[src/hw/rtl/b64rle_pkg.sv]
// shared types, constants and helper functions of the base64 escape rle decoder
package b64rle_pkg;

    localparam int LEN_W      = 35;
    localparam int MAX_GROUPS = 5;
    localparam int GROUP_BITS = 7;
    localparam int GRP_W      = $clog2(MAX_GROUPS + 1);
    localparam int WIDE_W     = ((GROUP_BITS * MAX_GROUPS > LEN_W) ?
                                 GROUP_BITS * MAX_GROUPS : LEN_W) + 1;

    localparam logic [LEN_W-1:0] LEN_MAX       = {LEN_W{1'b1}};
    localparam logic [LEN_W-1:0] MAX_RUN_RESET = LEN_W'(64'h4000_0000);

    localparam logic [7:0] ESC_BYTE  = 8'hFE;
    localparam logic [7:0] CHR_EQUAL = 8'h3D;
    localparam logic [7:0] CHR_LF    = 8'h0A;
    localparam logic [5:0] SYM_PLUS  = 6'd62;
    localparam logic [5:0] SYM_SLASH = 6'd63;

    // status codes
    localparam logic [2:0] ST_RUNNING = 3'd0;
    localparam logic [2:0] ST_OK      = 3'd1;
    localparam logic [2:0] ST_BAD     = 3'd2;
    localparam logic [2:0] ST_TRUNC   = 3'd3;
    localparam logic [2:0] ST_OVER    = 3'd4;

    // config register indexes
    localparam logic CFG_MAX_RUN    = 1'b0;
    localparam logic CFG_ACCEPT_OVR = 1'b1;

    // queue token kinds
    localparam logic [1:0] TK_BYTE      = 2'd0;
    localparam logic [1:0] TK_BAD       = 2'd1;
    localparam logic [1:0] TK_END       = 2'd2;
    localparam logic [1:0] TK_END_QUIET = 2'd3;

    localparam int FIFO_DEPTH = 4;
    localparam int PTR_W      = $clog2(FIFO_DEPTH);

    typedef struct packed {
        logic [1:0] kind;
        logic [7:0] data;
    } token_t;

    typedef struct packed {
        logic             run_valid;
        logic [7:0]       run_value;
        logic [LEN_W-1:0] run_length;
        logic             oversize_seen;
        logic [2:0]       status;
        logic             final_res;
    } run_t;

    // base64 symbol value, bit 6 set when the character is a symbol
    function automatic logic [6:0] sym_decode(input logic [7:0] c);
        logic [6:0] r;
        r = 7'd0;
        if (c inside {[8'h41:8'h5A]})
        begin
            r = {1'b1, 6'(c - 8'h41)};
        end
        else if (c inside {[8'h61:8'h7A]})
        begin
            r = {1'b1, 6'(c - 8'h61 + 8'd26)};
        end
        else if (c inside {[8'h30:8'h39]})
        begin
            r = {1'b1, 6'(c - 8'h30 + 8'd52)};
        end
        else if (c == 8'h2B)
        begin
            r = {1'b1, SYM_PLUS};
        end
        else if (c == 8'h2F)
        begin
            r = {1'b1, SYM_SLASH};
        end
        return r;
    endfunction

    function automatic logic is_blank(input logic [7:0] c);
        return c inside {8'h20, 8'h09, 8'h0A, 8'h0B, 8'h0C, 8'h0D};
    endfunction

endpackage

[src/hw/rtl/b64rle_if.sv]
// valid/ready channel interfaces for text characters and run descriptors
interface b64rle_char_if;
    logic       valid;
    logic       ready;
    logic [7:0] text_char;
    logic       end_marker;

    modport source (output valid, output text_char, output end_marker, input ready);
    modport sink   (input valid, input text_char, input end_marker, output ready);
endinterface

interface b64rle_run_if;
    import b64rle_pkg::*;
    logic             valid;
    logic             ready;
    logic             run_valid;
    logic [7:0]       run_value;
    logic [LEN_W-1:0] run_length;
    logic             oversize_seen;
    logic [2:0]       status;
    logic             final_res;

    modport source (output valid, output run_valid, output run_value, output run_length,
                    output oversize_seen, output status, output final_res, input ready);
    modport sink   (input valid, input run_valid, input run_value, input run_length,
                    input oversize_seen, input status, input final_res, output ready);
endinterface

[src/hw/rtl/b64rle_fifo.sv]
// short token queue between the character front end and the run decoder
module b64rle_fifo
    import b64rle_pkg::*;
(
    input  logic   clk,
    input  logic   rst_n,
    input  logic   push,
    input  token_t push_token,
    input  logic   pop,
    output token_t pop_token,
    output logic   full,
    output logic   empty
);

    token_t           entry_reg [FIFO_DEPTH];
    logic [PTR_W:0]   wr_ptr_reg;
    logic [PTR_W:0]   wr_ptr_next;
    logic [PTR_W:0]   rd_ptr_reg;
    logic [PTR_W:0]   rd_ptr_next;

    assign empty = (wr_ptr_reg == rd_ptr_reg);
    assign full  = (wr_ptr_reg[PTR_W-1:0] == rd_ptr_reg[PTR_W-1:0]) &&
                   (wr_ptr_reg[PTR_W] != rd_ptr_reg[PTR_W]);
    assign pop_token   = entry_reg[rd_ptr_reg[PTR_W-1:0]];
    assign wr_ptr_next = wr_ptr_reg + (PTR_W+1)'(1);
    assign rd_ptr_next = rd_ptr_reg + (PTR_W+1)'(1);

    always_ff @(posedge clk)
    begin
        if (push)
        begin
            entry_reg[wr_ptr_reg[PTR_W-1:0]] <= push_token;
        end
    end

    always_ff @(posedge clk or negedge rst_n)
    begin
        if (!rst_n)
        begin
            wr_ptr_reg <= '0;
            rd_ptr_reg <= '0;
        end
        else
        begin
            if (push)
            begin
                wr_ptr_reg <= wr_ptr_next;
            end
            if (pop)
            begin
                rd_ptr_reg <= rd_ptr_next;
            end
        end
    end

endmodule

[src/hw/rtl/b64rle_front.sv]
// character front end: whitespace and line skipping, base64 bit packing
module b64rle_front
    import b64rle_pkg::*;
(
    input  logic   clk,
    input  logic   rst_n,
    b64rle_char_if.sink chars,
    input  logic   queue_full,
    output logic   push,
    output token_t push_token
);

    logic [5:0]  residue_reg;
    logic [5:0]  residue_next;
    logic [2:0]  count_reg;
    logic [2:0]  count_next;
    logic        skip_reg;
    logic        skip_next;
    logic        stopped_reg;
    logic        stopped_next;

    logic        accept;
    logic [6:0]  sym;
    logic [11:0] acc;
    logic [3:0]  nbits;
    logic [2:0]  sh;

    assign chars.ready = !queue_full;
    assign accept      = chars.valid && !queue_full;
    assign sym         = sym_decode(chars.text_char);
    assign acc         = {residue_reg, sym[5:0]};
    assign nbits       = {1'b0, count_reg} + 4'd6;
    assign sh          = 3'(nbits - 4'd8);

    always_comb
    begin
        residue_next = residue_reg;
        count_next   = count_reg;
        skip_next    = skip_reg;
        stopped_next = stopped_reg;
        push         = 1'b0;
        push_token   = '{kind: TK_BYTE, data: 8'h00};
        if (accept)
        begin
            if (chars.end_marker)
            begin
                push            = 1'b1;
                push_token.kind = stopped_reg ? TK_END_QUIET : TK_END;
                residue_next    = '0;
                count_next      = '0;
                skip_next       = 1'b0;
                stopped_next    = 1'b0;
            end
            else if (stopped_reg)
            begin
                // drop everything until the end of the dump
            end
            else if (skip_reg)
            begin
                if (chars.text_char == CHR_LF)
                begin
                    skip_next = 1'b0;
                end
            end
            else if (is_blank(chars.text_char))
            begin
            end
            else if (chars.text_char == CHR_EQUAL)
            begin
                skip_next = 1'b1;
            end
            else if (!sym[6])
            begin
                push            = 1'b1;
                push_token.kind = TK_BAD;
                stopped_next    = 1'b1;
            end
            else if (nbits >= 4'd8)
            begin
                push            = 1'b1;
                push_token.data = 8'(acc >> sh);
                residue_next    = 6'(acc & ((12'd1 << sh) - 12'd1));
                count_next      = sh;
            end
            else
            begin
                residue_next = acc[5:0];
                count_next   = nbits[2:0];
            end
        end
    end

    always_ff @(posedge clk or negedge rst_n)
    begin
        if (!rst_n)
        begin
            residue_reg <= '0;
            count_reg   <= '0;
            skip_reg    <= 1'b0;
            stopped_reg <= 1'b0;
        end
        else
        begin
            residue_reg <= residue_next;
            count_reg   <= count_next;
            skip_reg    <= skip_next;
            stopped_reg <= stopped_next;
        end
    end

endmodule

[src/hw/rtl/b64rle_back.sv]
// run decoder: escape and varint count handling, config registers, output register
module b64rle_back
    import b64rle_pkg::*;
(
    input  logic             clk,
    input  logic             rst_n,
    input  logic             cfg_wr_en,
    input  logic             cfg_index,
    input  logic [LEN_W-1:0] cfg_wr_data,
    input  logic             queue_empty,
    input  token_t           token,
    output logic             pop,
    b64rle_run_if.source     runs
);

    localparam logic [1:0] PH_LIT = 2'd0;
    localparam logic [1:0] PH_CNT = 2'd1;
    localparam logic [1:0] PH_VAL = 2'd2;

    logic [LEN_W-1:0]  max_run_reg;
    logic              accept_ovr_reg;

    logic [1:0]        phase_reg;
    logic [1:0]        phase_next;
    logic [LEN_W-1:0]  count_reg;
    logic [LEN_W-1:0]  count_next;
    logic [GRP_W-1:0]  grp_reg;
    logic [GRP_W-1:0]  grp_next;
    logic              over_reg;
    logic              over_next;
    logic              stopped_reg;
    logic              stopped_next;
    logic              out_valid_reg;
    run_t              out_reg;
    run_t              out_next;
    logic              load_out;

    logic [WIDE_W-1:0] shifted;
    logic [LEN_W-1:0]  count_add;
    logic              count_big;
    logic              count_big_now;

    assign pop = !queue_empty && (!out_valid_reg || runs.ready);

    // group placed at its 7-bit position, saturating when it overflows the length
    assign shifted   = {{(WIDE_W-GROUP_BITS){1'b0}}, token.data[GROUP_BITS-1:0]}
                       << (GROUP_BITS * grp_reg);
    assign count_add = (shifted[WIDE_W-1:LEN_W] != '0) ? LEN_MAX
                                                       : (count_reg | shifted[LEN_W-1:0]);
    assign count_big     = count_next > max_run_reg;
    assign count_big_now = count_reg > max_run_reg;

    always_comb
    begin
        phase_next   = phase_reg;
        count_next   = count_reg;
        grp_next     = grp_reg;
        over_next    = over_reg;
        stopped_next = stopped_reg;
        load_out     = 1'b0;
        out_next     = '{run_valid: 1'b0, run_value: 8'h00, run_length: '0,
                         oversize_seen: 1'b0, status: ST_RUNNING, final_res: 1'b0};
        if (pop)
        begin
            case (token.kind)
                TK_END, TK_END_QUIET:
                begin
                    load_out           = !stopped_reg && (token.kind == TK_END);
                    out_next.final_res = 1'b1;
                    case (phase_reg)
                        PH_CNT:  out_next.status = (count_big_now && !accept_ovr_reg) ?
                                                   ST_OVER : ST_TRUNC;
                        PH_VAL:  out_next.status = ST_TRUNC;
                        default: out_next.status = ST_OK;
                    endcase
                    phase_next   = PH_LIT;
                    count_next   = '0;
                    grp_next     = '0;
                    over_next    = 1'b0;
                    stopped_next = 1'b0;
                end
                TK_BAD:
                begin
                    if (!stopped_reg)
                    begin
                        load_out           = 1'b1;
                        out_next.status    = ST_BAD;
                        out_next.final_res = 1'b1;
                        stopped_next       = 1'b1;
                    end
                end
                default:
                begin
                    if (!stopped_reg)
                    begin
                        case (phase_reg)
                            PH_CNT:
                            begin
                                if (grp_reg < GRP_W'(MAX_GROUPS))
                                begin
                                    count_next = count_add;
                                    grp_next   = grp_reg + GRP_W'(1);
                                end
                                if (!token.data[7])
                                begin
                                    if (count_big && !accept_ovr_reg)
                                    begin
                                        load_out           = 1'b1;
                                        out_next.status    = ST_OVER;
                                        out_next.final_res = 1'b1;
                                        stopped_next       = 1'b1;
                                    end
                                    else
                                    begin
                                        over_next  = over_reg || count_big;
                                        phase_next = PH_VAL;
                                    end
                                end
                            end
                            PH_VAL:
                            begin
                                load_out               = 1'b1;
                                out_next.run_valid     = 1'b1;
                                out_next.run_value     = token.data;
                                out_next.run_length    = count_reg;
                                out_next.oversize_seen = over_reg;
                                phase_next             = PH_LIT;
                                count_next             = '0;
                                grp_next               = '0;
                                over_next              = 1'b0;
                            end
                            default:
                            begin
                                if (token.data == ESC_BYTE)
                                begin
                                    phase_next = PH_CNT;
                                    count_next = '0;
                                    grp_next   = '0;
                                    over_next  = 1'b0;
                                end
                                else
                                begin
                                    load_out            = 1'b1;
                                    phase_next          = PH_LIT;
                                    out_next.run_valid  = 1'b1;
                                    out_next.run_value  = token.data;
                                    out_next.run_length = LEN_W'(1);
                                end
                            end
                        endcase
                    end
                end
            endcase
        end
    end

    always_ff @(posedge clk or negedge rst_n)
    begin
        if (!rst_n)
        begin
            max_run_reg    <= MAX_RUN_RESET;
            accept_ovr_reg <= 1'b0;
            phase_reg      <= PH_LIT;
            count_reg      <= '0;
            grp_reg        <= '0;
            over_reg       <= 1'b0;
            stopped_reg    <= 1'b0;
            out_valid_reg  <= 1'b0;
        end
        else
        begin
            if (cfg_wr_en)
            begin
                case (cfg_index)
                    CFG_MAX_RUN:    max_run_reg    <= cfg_wr_data;
                    CFG_ACCEPT_OVR: accept_ovr_reg <= cfg_wr_data[0];
                    default:        ;
                endcase
            end
            phase_reg   <= phase_next;
            count_reg   <= count_next;
            grp_reg     <= grp_next;
            over_reg    <= over_next;
            stopped_reg <= stopped_next;
            if (load_out)
            begin
                out_valid_reg <= 1'b1;
            end
            else if (runs.ready)
            begin
                out_valid_reg <= 1'b0;
            end
        end
    end

    always_ff @(posedge clk)
    begin
        if (load_out)
        begin
            out_reg <= out_next;
        end
    end

    assign runs.valid         = out_valid_reg;
    assign runs.run_valid     = out_reg.run_valid;
    assign runs.run_value     = out_reg.run_value;
    assign runs.run_length    = out_reg.run_length;
    assign runs.oversize_seen = out_reg.oversize_seen;
    assign runs.status        = out_reg.status;
    assign runs.final_res     = out_reg.final_res;

endmodule

[src/hw/rtl/base64_escape_rle_decoder.sv]
// top level of the base64 escape rle decoder
// usage:
// - chars: one text character per request (text_char, end_marker); end_marker
//   closes the dump and its character is ignored
// - runs: one run descriptor per request; literals come out with length 1,
//   escaped runs as (value, count) without expansion; errors and the end of
//   a dump give a request with run_valid low, a status code and final_res set
// - cfg: cfg_wr_en with cfg_index 0 sets max_run_length, 1 sets
//   accept_oversize; write only while no dump data is in flight
// - throughput: one character per cycle, sustained while runs.ready stays high
// - path: the front end writes the token of an accepted character into the
//   queue, and the run decoder pops it and loads the output register once
//   the tokens ahead of it are gone and the output register can take it
// - reset: max_run_length returns to 0x40000000, accept_oversize to 0,
//   all decoder state is cleared and the queue is emptied
// - stall: while runs.ready is low the output register holds; the four-entry
//   token queue keeps filling and chars.ready drops once it is full
// - after an error the dump is dropped until end_marker, which gives no result
module base64_escape_rle_decoder
    import b64rle_pkg::*;
(
    input  logic             clk,
    input  logic             rst_n,
    b64rle_char_if.sink      chars,
    b64rle_run_if.source     runs,
    input  logic             cfg_wr_en,
    input  logic             cfg_index,
    input  logic [LEN_W-1:0] cfg_wr_data
);

    // front end to queue
    logic   fifo_push;
    token_t fifo_in;
    logic   fifo_full;

    // queue to run decoder
    logic   fifo_pop;
    token_t fifo_out;
    logic   fifo_empty;

    // classifies characters and packs 6-bit symbols into bytes
    b64rle_front u_front (
        .clk        (clk),
        .rst_n      (rst_n),
        .chars      (chars),
        .queue_full (fifo_full),
        .push       (fifo_push),
        .push_token (fifo_in)
    );

    // decouples the character side from output stalls
    b64rle_fifo u_fifo (
        .clk        (clk),
        .rst_n      (rst_n),
        .push       (fifo_push),
        .push_token (fifo_in),
        .pop        (fifo_pop),
        .pop_token  (fifo_out),
        .full       (fifo_full),
        .empty      (fifo_empty)
    );

    // escape/count decoding and the registered output
    b64rle_back u_back (
        .clk         (clk),
        .rst_n       (rst_n),
        .cfg_wr_en   (cfg_wr_en),
        .cfg_index   (cfg_index),
        .cfg_wr_data (cfg_wr_data),
        .queue_empty (fifo_empty),
        .token       (fifo_out),
        .pop         (fifo_pop),
        .runs        (runs)
    );

`ifndef SYNTH
    // the front end never writes into a full queue
    a_no_overflow: assert property (@(posedge clk) disable iff (!rst_n)
        fifo_push |-> !fifo_full)
        else $error("token pushed into full queue");

    // the decoder drains the queue whenever the output register can take a result
    a_drain: assert property (@(posedge clk) disable iff (!rst_n)
        (!fifo_empty && (!runs.valid || runs.ready)) |-> fifo_pop)
        else $error("queue not drained");

    // a decoded run is never a final result and always carries running status
    a_run_status: assert property (@(posedge clk) disable iff (!rst_n)
        (runs.valid && runs.run_valid) |-> (!runs.final_res && runs.status == ST_RUNNING))
        else $error("run with final or error status");

    // a result without a run always closes the dump
    a_final: assert property (@(posedge clk) disable iff (!rst_n)
        (runs.valid && !runs.run_valid) |-> (runs.final_res && runs.status != ST_RUNNING))
        else $error("empty result not final");
`endif

endmodule

[src/flat_wrapper.sv]
// flat-port wrapper written by rule: the top's interface ports become plain ports
module base64_escape_rle_decoder_flat import b64rle_pkg::*;
  (clk, rst_n, cfg_wr_en, cfg_index, cfg_wr_data, chars_valid, chars_text_char, chars_end_marker, chars_ready, runs_valid, runs_run_valid, runs_run_value, runs_run_length, runs_oversize_seen, runs_status, runs_final_res, runs_ready);
  b64rle_char_if chars_i ();
  b64rle_run_if runs_i ();
  input  logic clk;
  input  logic rst_n;
  input  logic cfg_wr_en;
  input  logic cfg_index;
  input  logic [LEN_W-1:0] cfg_wr_data;
  input wire logic [$bits(chars_i.valid)-1:0] chars_valid;
  input wire logic [$bits(chars_i.text_char)-1:0] chars_text_char;
  input wire logic [$bits(chars_i.end_marker)-1:0] chars_end_marker;
  output wire logic [$bits(chars_i.ready)-1:0] chars_ready;
  output wire logic [$bits(runs_i.valid)-1:0] runs_valid;
  output wire logic [$bits(runs_i.run_valid)-1:0] runs_run_valid;
  output wire logic [$bits(runs_i.run_value)-1:0] runs_run_value;
  output wire logic [$bits(runs_i.run_length)-1:0] runs_run_length;
  output wire logic [$bits(runs_i.oversize_seen)-1:0] runs_oversize_seen;
  output wire logic [$bits(runs_i.status)-1:0] runs_status;
  output wire logic [$bits(runs_i.final_res)-1:0] runs_final_res;
  input wire logic [$bits(runs_i.ready)-1:0] runs_ready;
  assign chars_i.valid = chars_valid;
  assign chars_i.text_char = chars_text_char;
  assign chars_i.end_marker = chars_end_marker;
  assign chars_ready = chars_i.ready;
  assign runs_valid = runs_i.valid;
  assign runs_run_valid = runs_i.run_valid;
  assign runs_run_value = runs_i.run_value;
  assign runs_run_length = runs_i.run_length;
  assign runs_oversize_seen = runs_i.oversize_seen;
  assign runs_status = runs_i.status;
  assign runs_final_res = runs_i.final_res;
  assign runs_i.ready = runs_ready;
  base64_escape_rle_decoder u_core (.clk(clk), .rst_n(rst_n), .chars(chars_i), .runs(runs_i), .cfg_wr_en(cfg_wr_en), .cfg_index(cfg_index), .cfg_wr_data(cfg_wr_data));
endmodule
[config.mk]
export PLATFORM = sky130hd
export DESIGN_NAME = base64_escape_rle_decoder_flat
export DESIGN_NICKNAME = d
export VERILOG_FILES = /design/src/hw/rtl/b64rle_pkg.sv /design/src/hw/rtl/b64rle_if.sv /design/src/hw/rtl/b64rle_fifo.sv /design/src/hw/rtl/b64rle_front.sv /design/src/hw/rtl/b64rle_back.sv /design/src/hw/rtl/base64_escape_rle_decoder.sv /design/src/flat_wrapper.sv
export SDC_FILE = /design/constraint.sdc
export NUM_CORES = 1
export LEC_CHECK = 0
export BUFFER_PORTS_ARGS = -buffer_cell sky130_fd_sc_hd__buf_2
export CORE_MARGIN = 3
export CORE_UTILIZATION = 60
export DETAILED_ROUTE_END_ITERATION = 12
export PLACE_DENSITY = 0.81
export SLEW_MARGIN = 20
export SYNTH_ARGS = -nofsm -noshare
export SYNTH_HDL_FRONTEND = slang
export SYNTH_SLANG_ARGS = --single-unit
[constraint.sdc]
create_clock -name clk -period 8.1 [get_ports clk]
set_input_delay 1.215 -clock clk [delete_from_list [all_inputs] [get_ports clk]]
set_output_delay 1.215 -clock clk [all_outputs]
set_load 0.1 [all_outputs]
==> impl_metrics.json, run 1 <==
{
  "outcome": "complete, no violations",
  "vias_per_cell": 6.02,
  "port_buffers": 100,
  "antenna_found_initial": 0,
  "row_count": 46,
  "leakagePower_uw": 0.00501,
  "start_util_pct": 62.5,
  "power_frac_comb_pct": 48.2,
  "synth_fp_nets": 1067,
  "syn-cell-area_um2": 10100,
  "cp_slowest_stage_delay_ps": 820,
  "grt_pass1_wl_mm": 38.1,
  "slew_violations": 0,
  "insertedDiodeCount": 0,
  "cp-end-kind": "flop",
  "io_pins": 101,
  "fin_tns_setup_ps": 0,
  "overflow": 0,
  "clockBufferDepth": 2,
  "cts_resized": 0,
  "switching_share_pct": 49.9,
  "power_density_nw_per_um2": 389,
  "fill_cells": 1187,
  "gr-usage-met1_pct": 37.7,
  "clock_skew_ps": 11.0,
  "fmax_ghz": 0.168,
  "ys_async_sr_fraction_pct": 51.6,
  "final_common_cell": "buf_2",
  "synthFlopType": "dfrtp_1",
  "cts_root_buf": "clkbuf_16",
  "die_y_um": 136,
  "path_cells": "mux4_2 > inv_1 > ha_1 > and4b_1 > nand2_1 > o2bb2ai_1 > ha_1 > nand4_1 > nor4_1 > nand3_1 > o221ai_1 > or3_1 > nand3_1 > o211ai_1 > buf_4",
  "tightest_slew_ps": 936,
  "drv_cap": 0,
  "grt_usage_pct": 26.5,
  "die_x_um": 136,
  "syn_inst": 922,
  "area_growth_pct": 13.0,
  "synth_edf_count": 89,
  "initialDrtViolationCount": 750,
  "crit_buf_inv": 2,
  "wirelength_mm": 23.2,
  "cp_slowest_cell": "dfrtp_1",
  "top_usage_layer": "met2",
  "cts_tree": "done",
  "worst-endpoint-arrival_ps": 6020,
  "insertion_delay_ps": 440,
  "yosys_warnings": 0,
  "grt_pass1_vias": 7272,
  "synthDistinctLibCells": 72,
  "ys_seq_area_share_pct": 50.0,
  "hold_viol": 0,
  "setup_viol": 0,
  "peakVddDrop_uv": 360,
  "postRouteAntennaNets": 0,
  "worst-endpoint-required_ps": 8180,
  "cp_top_family": "simple AND/OR/NAND/NOR gates",
  "cts_hold_buf": 0,
  "clkSinkCount": 184,
  "core_area_um2": 16200,
  "path_class": "flop to flop",
  "layout_common_cells": "buf_2 (99), ha_1 (95), dfrtp_1 (94)",
  "rsz0062_at_grt": "no",
  "dieArea_um2": 18400,
  "yosys_register_bits": 184,
  "fin_crit_sh_pct": 73.3,
  "seqPwrFrac_pct": 32.3,
  "cts_inserted_buffers": 17,
  "synth_area_per_cell_um2": 11.0,
  "via_count": 7465,
  "wl_per_cell_um": 18.7,
  "p_int_uw": 2230,
  "drc": 0,
  "multi_input_area_um2": 4680,
  "switchingPower_uw": 2220,
  "grt_use_met3_pct": 5.46,
  "gp_congestion": 0.941,
  "register_area_um2": 5050,
  "crit_fanout": 34,
  "clockPowerShare_pct": 19.5,
  "period_needed_ps": 5940,
  "grt_use_met2_pct": 41.6,
  "grt_max_degree": 73,
  "drive_above_1_share_pct": 16.9,
  "htree_num_levels": 4,
  "post_cts_buffers": 0,
  "timing.hold.ws_ps": 518,
  "crit_path_start_kind": "flop",
  "largest_register_ffs": 40,
  "clk_pin_slew_ps": 70,
  "finalNetCount": 1157,
  "dr.pass1.iters": 5,
  "hp-class": "flop to flop",
  "dpl.hpwl_mm": 16.6,
  "slew_headroom_pct": 37.6
}
==> metrics by stage <==
step	utilization, %	total power, uW	area (um^2)	setup slack, ps	instances
2_1_floorplan	-	3170	10100	2350	922
3_3_place_gp	66.8	3560	10800	2430	1209
3_5_place_dp	66.8	3580	10800	2210	1209
4_1_cts	70.6	4450	11400	2180	1241
5_1_grt	70.6	4640	11400	1570	1241
6_report	70.6	4450	11400	2160	1241
==> layer usage <==
layer / vias up / part of all wire [%]
met2: 288 / 47
met1: 3567 / 45
met5: - / 0
li1: 3563 / -
met4: 0 / 2.0
met3: 47 / 6.4
==> path summary, 6_finish.rpt <==
path | start | end | slack (ps) | cells past startpoint
max | u_core.u_fifo.rd_ptr_reg[0] | u_core.u_back.runs.run_length[2] | 2160 | 15
min | u_core.u_back.over_reg | u_core.u_back.over_reg | 520 | 2
max reg2reg | u_core.u_fifo.rd_ptr_reg[0] | u_core.u_back.runs.run_length[2] | 2160 | 15
min reg2reg | u_core.u_back.over_reg | u_core.u_back.over_reg | 520 | 2
max in group asynchronous | rst_n | u_core.u_front.count_reg[2] | 6180 | 2
min in group asynchronous | rst_n | u_core.u_back.max_run_reg[3] | 670 | 1
==> synth_stat cells, drive strengths merged (7+ instances only) <==
cell type | instances | area share (%)
buf | 7 | 0.38
and3 | 9 | 0.56
nand4 | 16 | 0.99
nand3 | 22 | 1.1
mux4 | 16 | 3.6
xnor2 | 7 | 0.61
nor2b | 11 | 0.68
a21o | 13 | 0.97
and2 | 50 | 3.1
nor2 | 56 | 2.1
dfrtp | 94 | 23
nand2 | 83 | 3.1
clkbuf | 30 | 1.1
ha | 95 | 12
a21oi | 65 | 3.2
o2bb2ai | 26 | 2.3
nor3 | 9 | 0.50
o21ai | 51 | 2.5
o21a | 9 | 0.67
inv | 63 | 2.3
edfxtp | 89 | 26
==> worst reg2reg max path, cell delays in order, from the launching register on <==
cell and delay (ps):
dfrtp_1 820, mux4_2 640, inv_1 100, ha_1 280
and4b_1 370, nand2_1 550, o2bb2ai_1 460, ha_1 210
nand4_1 120, nor4_1 680, nand3_1 150, o221ai_1 190
or3_1 230, nand3_1 160, o211ai_1 160, buf_4 440
==> power groups by stage <==
stage | registers, uW | logic [uW] | clock network (uW)
2_1_floorplan | 2380 | 783 | 0
3_3_place_gp | 1450 | 2110 | 0
3_5_place_dp | 1450 | 2130 | 0
4_1_cts | 1440 | 2140 | 876
5_1_grt | 1460 | 2260 | 921
6_report | 1430 | 2140 | 867
==> area by class of cell <==
type / count / share of cell area [%]
clock buffers: 17 / 3.72
clock inverters: 15 / 1.68
inverters: 63 / 2.07
multi-input cells: 638 / 41.0
flip-flops and latches: 184 / 44.2
well taps: 216 / 2.37
repair buffers: 108 / 4.93
==> cells by family (layout without fill, tap and decap cells) <==
family | Yosys count | count (layout) | share of synthesized area, %
AOI/OAI and AO/OA | 221 | 221 | 14.4
DFF | 184 | 184 | 50.0
muxes | 23 | 23 | 4.32
and+or+nand+nor | 287 | 287 | 14.6
adders and majority gates | 95 | 95 | 11.8
xor gates and xnor gates | 12 | 12 | 1.11
buffers and inverters | 100 | 203 | 3.84
(Power assumes the default switching activity.)
==> inputs of run 2 (changes only) <==
--- a/config.mk
+++ b/config.mk
@@ -5,11 +5,12 @@
 export SDC_FILE = /design/constraint.sdc
 export NUM_CORES = 1
 export LEC_CHECK = 0
+export ABC_AREA = 1
 export BUFFER_PORTS_ARGS = -buffer_cell sky130_fd_sc_hd__buf_2
 export CORE_MARGIN = 3
-export CORE_UTILIZATION = 60
+export CORE_UTILIZATION = 55
 export DETAILED_ROUTE_END_ITERATION = 12
-export PLACE_DENSITY = 0.81
+export PLACE_DENSITY = 0.78
 export SLEW_MARGIN = 20
 export SYNTH_ARGS = -nofsm -noshare
 export SYNTH_HDL_FRONTEND = slang
==> constraint.sdc (replaced) <==
create_clock -name clk -period 5.1 [get_ports clk]
set_input_delay 0.765 -clock clk [delete_from_list [all_inputs] [get_ports clk]]
set_output_delay 0.765 -clock clk [all_outputs]
set_load 0.1 [all_outputs]
==> run 2 against run 1 <==
Sequential power is 62% higher. Maximum frequency increased by 28%. Critical path depth increased by 5. Synthesized cell count grew 42%. First-iteration DRC count rose by 43%. Sequential cell count stayed put. Register-to-register slack worse by 1700 ps. Critical path type unchanged. Largest power group unchanged.
==> impl_metrics.json, run 2 <==
{
  "clockPowerShare_pct": 16.0,
  "synth_edf_count": 89,
  "gp_congestion": 1.01,
  "multi_input_area_um2": 5070,
  "die_x_um": 147,
  "insertion_delay_ps": 440,
  "hp-class": "primary input to async pin",
  "worst-endpoint-arrival_ps": 4770,
  "synth_top_area_share_pct": 24.3,
  "path_class": "flop to flop",
  "drv_cap": 0,
  "port_buffers": 100,
  "dr.pass1.iters": 6,
  "dieArea_um2": 21700,
  "postRouteAntennaNets": 0,
  "dpl.hpwl_mm": 23.0,
  "seqPwrFrac_pct": 29.1,
  "crit_path_start_kind": "flop",
  "synth_most_common_cell": "nand2_1",
  "cts_inserted_buffers": 17,
  "timing.hold.ws_ps": 358,
  "path_cells": "inv_2 > a32oi_1 > inv_1 > ha_1 > nand2_1 > buf_12 > a21oi_1 > o21ai_0 > o21ai_0 > ha_1 > nand4_1 > nor2_1 > nor2b_1 > nand3_1 > nand3_1 > nand4_1 > nand2_1 > nand3_1 > nand2_2 > buf_12",
  "cts_hold_buf": 0,
  "fin_tns_setup_ps": 0,
  "cts_resized": 0,
  "syn_inst": 1306,
  "synth_fp_nets": 1451,
  "cp-end-kind": "flop",
  "cts_tree": "done",
  "ys_seq_area_share_pct": 46.0,
  "place_inst": 1642,
  "grt_pass1_wl_mm": 48.5,
  "drc": 0,
  "area_growth_pct": 11.8,
  "die_y_um": 147,
  "outcome": "complete, no violations",
  "leakagePower_uw": 0.00582,
  "wl_per_cell_um": 18.0,
  "fin_util_pct": 62.9,
  "post_cts_buffers": 0,
  "start_util_pct": 56.2,
  "overflow": 0,
  "initialDrtViolationCount": 1070,
  "switching_share_pct": 54.7,
  "tightest_slew_ps": 997,
  "power_density_nw_per_um2": 651,
  "synth_top_cell_by_area": "edfxtp_1",
  "register_area_um2": 5050,
  "clk_pin_slew_ps": 70,
  "yosys_warnings": 0,
  "p_int_uw": 3620,
  "setup_viol": 0,
  "crit_fanout": 49,
  "drive_above_1_share_pct": 13.1,
  "layout_common_cells": "nand2_1 (266), inv_1 (152), a21oi_1 (123)",
  "final_common_cell": "nand2_1",
  "cp_slowest_stage_delay_ps": 580,
  "fmax_ghz": 0.215,
  "slew_violations": 0,
  "p_total_uw": 7980,
  "htree_num_levels": 4,
  "cp_slowest_cell": "dfrtp_1",
  "worst-endpoint-required_ps": 5220,
  "clock_skew_ps": 12.4,
  "core_area_um2": 19500,
  "cts_root_buf": "clkbuf_16",
  "fill_cells": 1732,
  "clkSinkCount": 184,
  "fin_crit_sh_pct": 91.2,
  "hold_viol": 0,
  "antenna_found_initial": 0,
  "io_pins": 101,
  "rsz0062_at_grt": "no",
  "synth.area.top_cells": "edfxtp_1 (24%), dfrtp_1 (21%), ha_1 (11%)",
  "via_count": 9606,
  "peakVddDrop_uv": 416,
  "wirelength_mm": 30.2,
  "synthFlopType": "dfrtp_1",
  "grt_usage_pct": 28.5,
  "clockBufferDepth": 2,
  "grt_pass1_vias": 9319,
  "grt_max_degree": 71,
  "vias_per_cell": 5.74,
  "synth_common_cells": "nand2_1 (268), inv_1 (152), a21oi_1 (123)",
  "ys_async_sr_fraction_pct": 51.6,
  "slew_headroom_pct": 33.3,
  "crit_top_cell": "nand3_1",
  "synth_area_per_cell_um2": 8.41,
  "syn-cell-area_um2": 11000,
  "yosys_register_bits": 184,
  "finalNetCount": 1541,
  "stdcell_count": 1674,
  "power_frac_comb_pct": 54.9,
  "insertedDiodeCount": 0,
  "row_count": 51,
  "largest_register_ffs": 40,
  "period_needed_ps": 4650,
  "synthDistinctLibCells": 47,
  "switchingPower_uw": 4370
}
[run 2: cell types whose count changed after synthesis, moves of 16 or more]
cell,before,now
nor2_1,56,115
nand2_1,83,268
o2bb2ai_1,26,0
nand3_1,22,90
a21oi_1,65,123
nor3_1,8,47
mux4_2,16,0
o21ai_1,0,26
inv_1,63,152
and2_1,49,0
[run 2: cell type report]
type | instances | area share [%]
Multi-Input combinational cell | 912 | 41.3
Clock buffer | 18 | 3.50
Inverter | 168 | 5.16
Timing Repair Buffer | 113 | 5.10
Sequential cell | 184 | 41.2
Clock inverter | 14 | 1.04
Tap cell | 265 | 2.70
[run 2: power by group through the flow]
stage	Clock (uW)	Sequential, uW	Combinational, uW
4_1_cts	1280	2320	4350
2_1_floorplan	0	3830	1900
3_5_place_dp	0	2350	4330
5_1_grt	1350	2370	4700
3_3_place_gp	0	2340	4290
6_report	1270	2320	4390
[run 2: kinds of logic (layout without fill, tap and decap cells)]
kind of cell	after synthesis	count (layout)	synth area share, %
simple gates	571	571	22.8
compound gates	232	232	11.5
buf+inv	210	313	7.84
flops	184	184	46.0
fa+ha+maj	95	95	10.8
xor+xnor	14	14	1.12
[run 2: metal layers]
metal  share of wire [%]  GRT usage [%]  vias up
li1                    -              -     4566
met2                  47           46.5      486
met3                 8.2           6.26       93
met1                  41           37.3     4461
met5                   0              0        -
met4                 4.1           11.5        0
[run 2: critical path: cells and delay by family, from the launching register on]
family / cells / cell delay (ps)
and+or+nand+nor: 10 / 1620
buffers and inverters: 4 / 770
adders and majority gates: 2 / 670
AOI/OAI and AO/OA: 4 / 640
DFF: 1 / 580
[run 2: final timing paths]
check | startpoint | endpoint | slack (ps) | cells after the start
max in group asynchronous | rst_n | u_core.u_back.max_run_reg[31] | 3650 | 2
min | rst_n | u_core.u_back.max_run_reg[18] | 360 | 1
max reg2reg | u_core.u_fifo.rd_ptr_reg[1] | u_core.u_back.runs.run_length[6] | 450 | 20
min in group clk | u_core.u_fifo.rd_ptr_reg[2] | u_core.u_fifo.rd_ptr_reg[2] | 500 | 1
max | u_core.u_fifo.rd_ptr_reg[1] | u_core.u_back.runs.run_length[6] | 450 | 20
min reg2reg | u_core.u_fifo.rd_ptr_reg[2] | u_core.u_fifo.rd_ptr_reg[2] | 500 | 1
[run 2: metrics by stage]
stage | setup WS [ps] | cell area [um^2]
2_1_floorplan | 534 | 11000
3_3_place_gp | 493 | 11700
3_5_place_dp | 488 | 11700
4_1_cts | 446 | 12300
5_1_grt | 59.1 | 12300
6_report | 446 | 12300
==> inputs of run 3 (changes only) <==
==> constraint.sdc (replaced) <==
create_clock -name clk -period 5.1 [get_ports clk]
set_input_delay 1.02 -clock clk [delete_from_list [all_inputs] [get_ports clk]]
set_output_delay 1.02 -clock clk [all_outputs]
set_load 0.01 [all_outputs]
==> run 3 against run 2 <==
First-iteration DRC count fell by 16%. Routed wire length is 0.36% lower. Sequential share of layout area is 0.28 points lower. Die area unchanged. Non-clock buffer count rose by 7. Global-route usage is 0.38 points lower. Critical path depth rose by 2. Worst setup slack got worse by 110 ps. Sequential power is essentially flat. Count of clock-buffer cells in the layout rose by 1. Via count is 0.30% lower. Sequential cell count is the same. Critical endpoint is now u_core.u_back.runs.run_length[11]. Highest routed layer unchanged.
==> impl_metrics.json, run 3 (synthesis gave the netlist of run 2 again) <==
{
  "grt_pass1_wl_mm": 48.0,
  "insertedDiodeCount": 0,
  "peakVddDrop_uv": 389,
  "reg2reg_to": "u_core.u_back.runs.run_length[11]",
  "drc": 0,
  "htree_num_levels": 4,
  "dieArea_um2": 21700,
  "final_common_cell": "nand2_1",
  "grt_pass1_vias": 9117,
  "layout_common_cells": "nand2_1 (266), inv_1 (151), a21oi_1 (123)",
  "r2r-start": "u_core.u_fifo.rd_ptr_reg[1]",
  "antenna_found_initial": 0,
  "leakagePower_uw": 0.00586,
  "via_count": 9577,
  "row_count": 51,
  "clockBufferDepth": 2,
  "slew_headroom_pct": 37.9,
  "dr.pass1.iters": 6,
  "die_y_um": 147,
  "place_inst": 1645,
  "r2r_cells": 22,
  "start_util_pct": 56.2,
  "setup_viol": 0,
  "worst-endpoint-required_ps": 5220,
  "cts_inserted_buffers": 17,
  "initialDrtViolationCount": 902,
  "tightest_slew_ps": 927,
  "hold_viol": 0,
  "area_growth_pct": 12.5,
  "clk_pin_slew_ps": 70,
  "wl_per_cell_um": 17.9,
  "wirelength_mm": 30.1,
  "rsz0062_at_grt": "no",
  "whs_path_depth": 1,
  "die_x_um": 147,
  "postRouteAntennaNets": 0,
  "slew_violations": 0,
  "fin_crit_sh_pct": 93.3,
  "cp-end-kind": "flop",
  "r2r_setup_slack_ps": 340,
  "crit_path_start_kind": "flop",
  "overflow": 0,
  "dpl.hpwl_mm": 23.0,
  "io_pins": 101,
  "grt_usage_pct": 28.1,
  "insertion_delay_ps": 440,
  "vias_per_cell": 5.70,
  "min_to": "u_core.u_fifo.rd_ptr_reg[2]",
  "stdcell_count": 1681,
  "period_needed_ps": 4760,
  "cts_root_buf": "clkbuf_16",
  "port_buffers": 100,
  "outcome": "complete, no violations",
  "gp_congestion": 1.00,
  "drive_above_1_share_pct": 13.6,
  "drv_cap": 0,
  "finalNetCount": 1548,
  "min_from": "u_core.u_fifo.rd_ptr_reg[2]",
  "cts_tree": "done",
  "worst-endpoint-arrival_ps": 4880,
  "clkSinkCount": 184,
  "largest_register_ffs": 40,
  "path_class": "flop to flop",
  "crit_fanout": 49,
  "fin_tns_setup_ps": 0,
  "power_density_nw_per_um2": 534,
  "grt_max_degree": 71,
  "hp-class": "flop to flop",
  "core_area_um2": 19500,
  "clock_skew_ps": 13.0,
  "fmax_ghz": 0.210
}
run 3: changes by cell type in the layout (fill, tap and decap cells not counted):
cell,delta
inv_6,-1
inv_1,-1
buf_4,+6
nand2_2,-1
inv_2,+1
nand2_4,+1
clkinvlp_4,+1
clkinv_4,+1
clkinv_1,-1
buf_12,+1
clkbuf_8,+1
clkinv_2,-1
run 3: area by class of cell:
class / instances / area (um^2)
flip-flops and latches: 184 / 5050
multi-input cells: 912 / 5080
inverters: 168 / 633
fillers: 1682 / 7170
repair buffers: 120 / 691
clock buffers: 19 / 443
clock inverters: 13 / 126
well taps: 265 / 332
run 3: worst max-delay path: stages, from the launching register on:
cell	delay [ps]
dfrtp_1	600
inv_2	210
a32oi_1	360
inv_1	110
ha_1	300
nand2_1	380
buf_12	210
a21oi_1	50
o21ai_0	100
o21ai_0	190
ha_1	340
nand2_1	60
inv_1	60
nand3_1	110
nor2_1	130
nor2b_1	190
nand3_1	90
nand3_1	180
nand4_1	160
nand2_1	90
nand3_1	120
nand2_2	110
buf_12	240
run 3: through the flow:
step	power [uW]	cell area [um^2]	setup WS (ps)	utilization (%)	hold WS [ps]
3_5_place_dp	5270	11800	397	60.2	488
6_report	6600	12400	340	63.3	498
5_1_grt	7010	12400	3.40	63.3	522
3_3_place_gp	5240	11800	503	60.2	484
4_1_cts	6570	12300	363	63.1	500
2_1_floorplan	4280	11000	534	-	465
run 3: routing by layer:
metal	global-route usage, %	share of wire (%)	vias to the layer above
met4	11.9	3.9	0
li1	-	-	4595
met5	0	0	-
met1	37.9	41	4479
met2	44.7	47	434
met3	5.77	7.7	69
run 3: report_power, final:
group,switching (uW),internal [uW],leakage [uW]
Clock,633,661,0.000279
Combinational,2100,886,0.00352
Sequential,213,2110,0.00206
run 3: worst max-delay path by stage:
stage / from / to / cells after the start
4_1_cts: u_core.u_fifo.rd_ptr_reg[0] / u_core.u_back.runs.run_length[11] / 25
2_1_floorplan: u_core.u_fifo.rd_ptr_reg[1] / u_core.u_back.runs.final_res / 25
6_report: u_core.u_fifo.rd_ptr_reg[1] / u_core.u_back.runs.run_length[11] / 22
3_3_place_gp: u_core.u_fifo.rd_ptr_reg[0] / u_core.u_back.runs.run_length[10] / 25
3_5_place_dp: u_core.u_fifo.rd_ptr_reg[0] / u_core.u_back.runs.run_length[16] / 25
5_1_grt: u_core.u_fifo.rd_ptr_reg[1] / u_core.u_back.runs.run_length[11] / 22
run 3: timing repair:
| item | in CTS | in global routing |
|---|---|---|
| resized for setup | 0 | 2 |
| setup buffers | 0 | 4 |
| endpoints found under the setup margin | 0 | 49 |
| hold buffers | 0 | 0 |
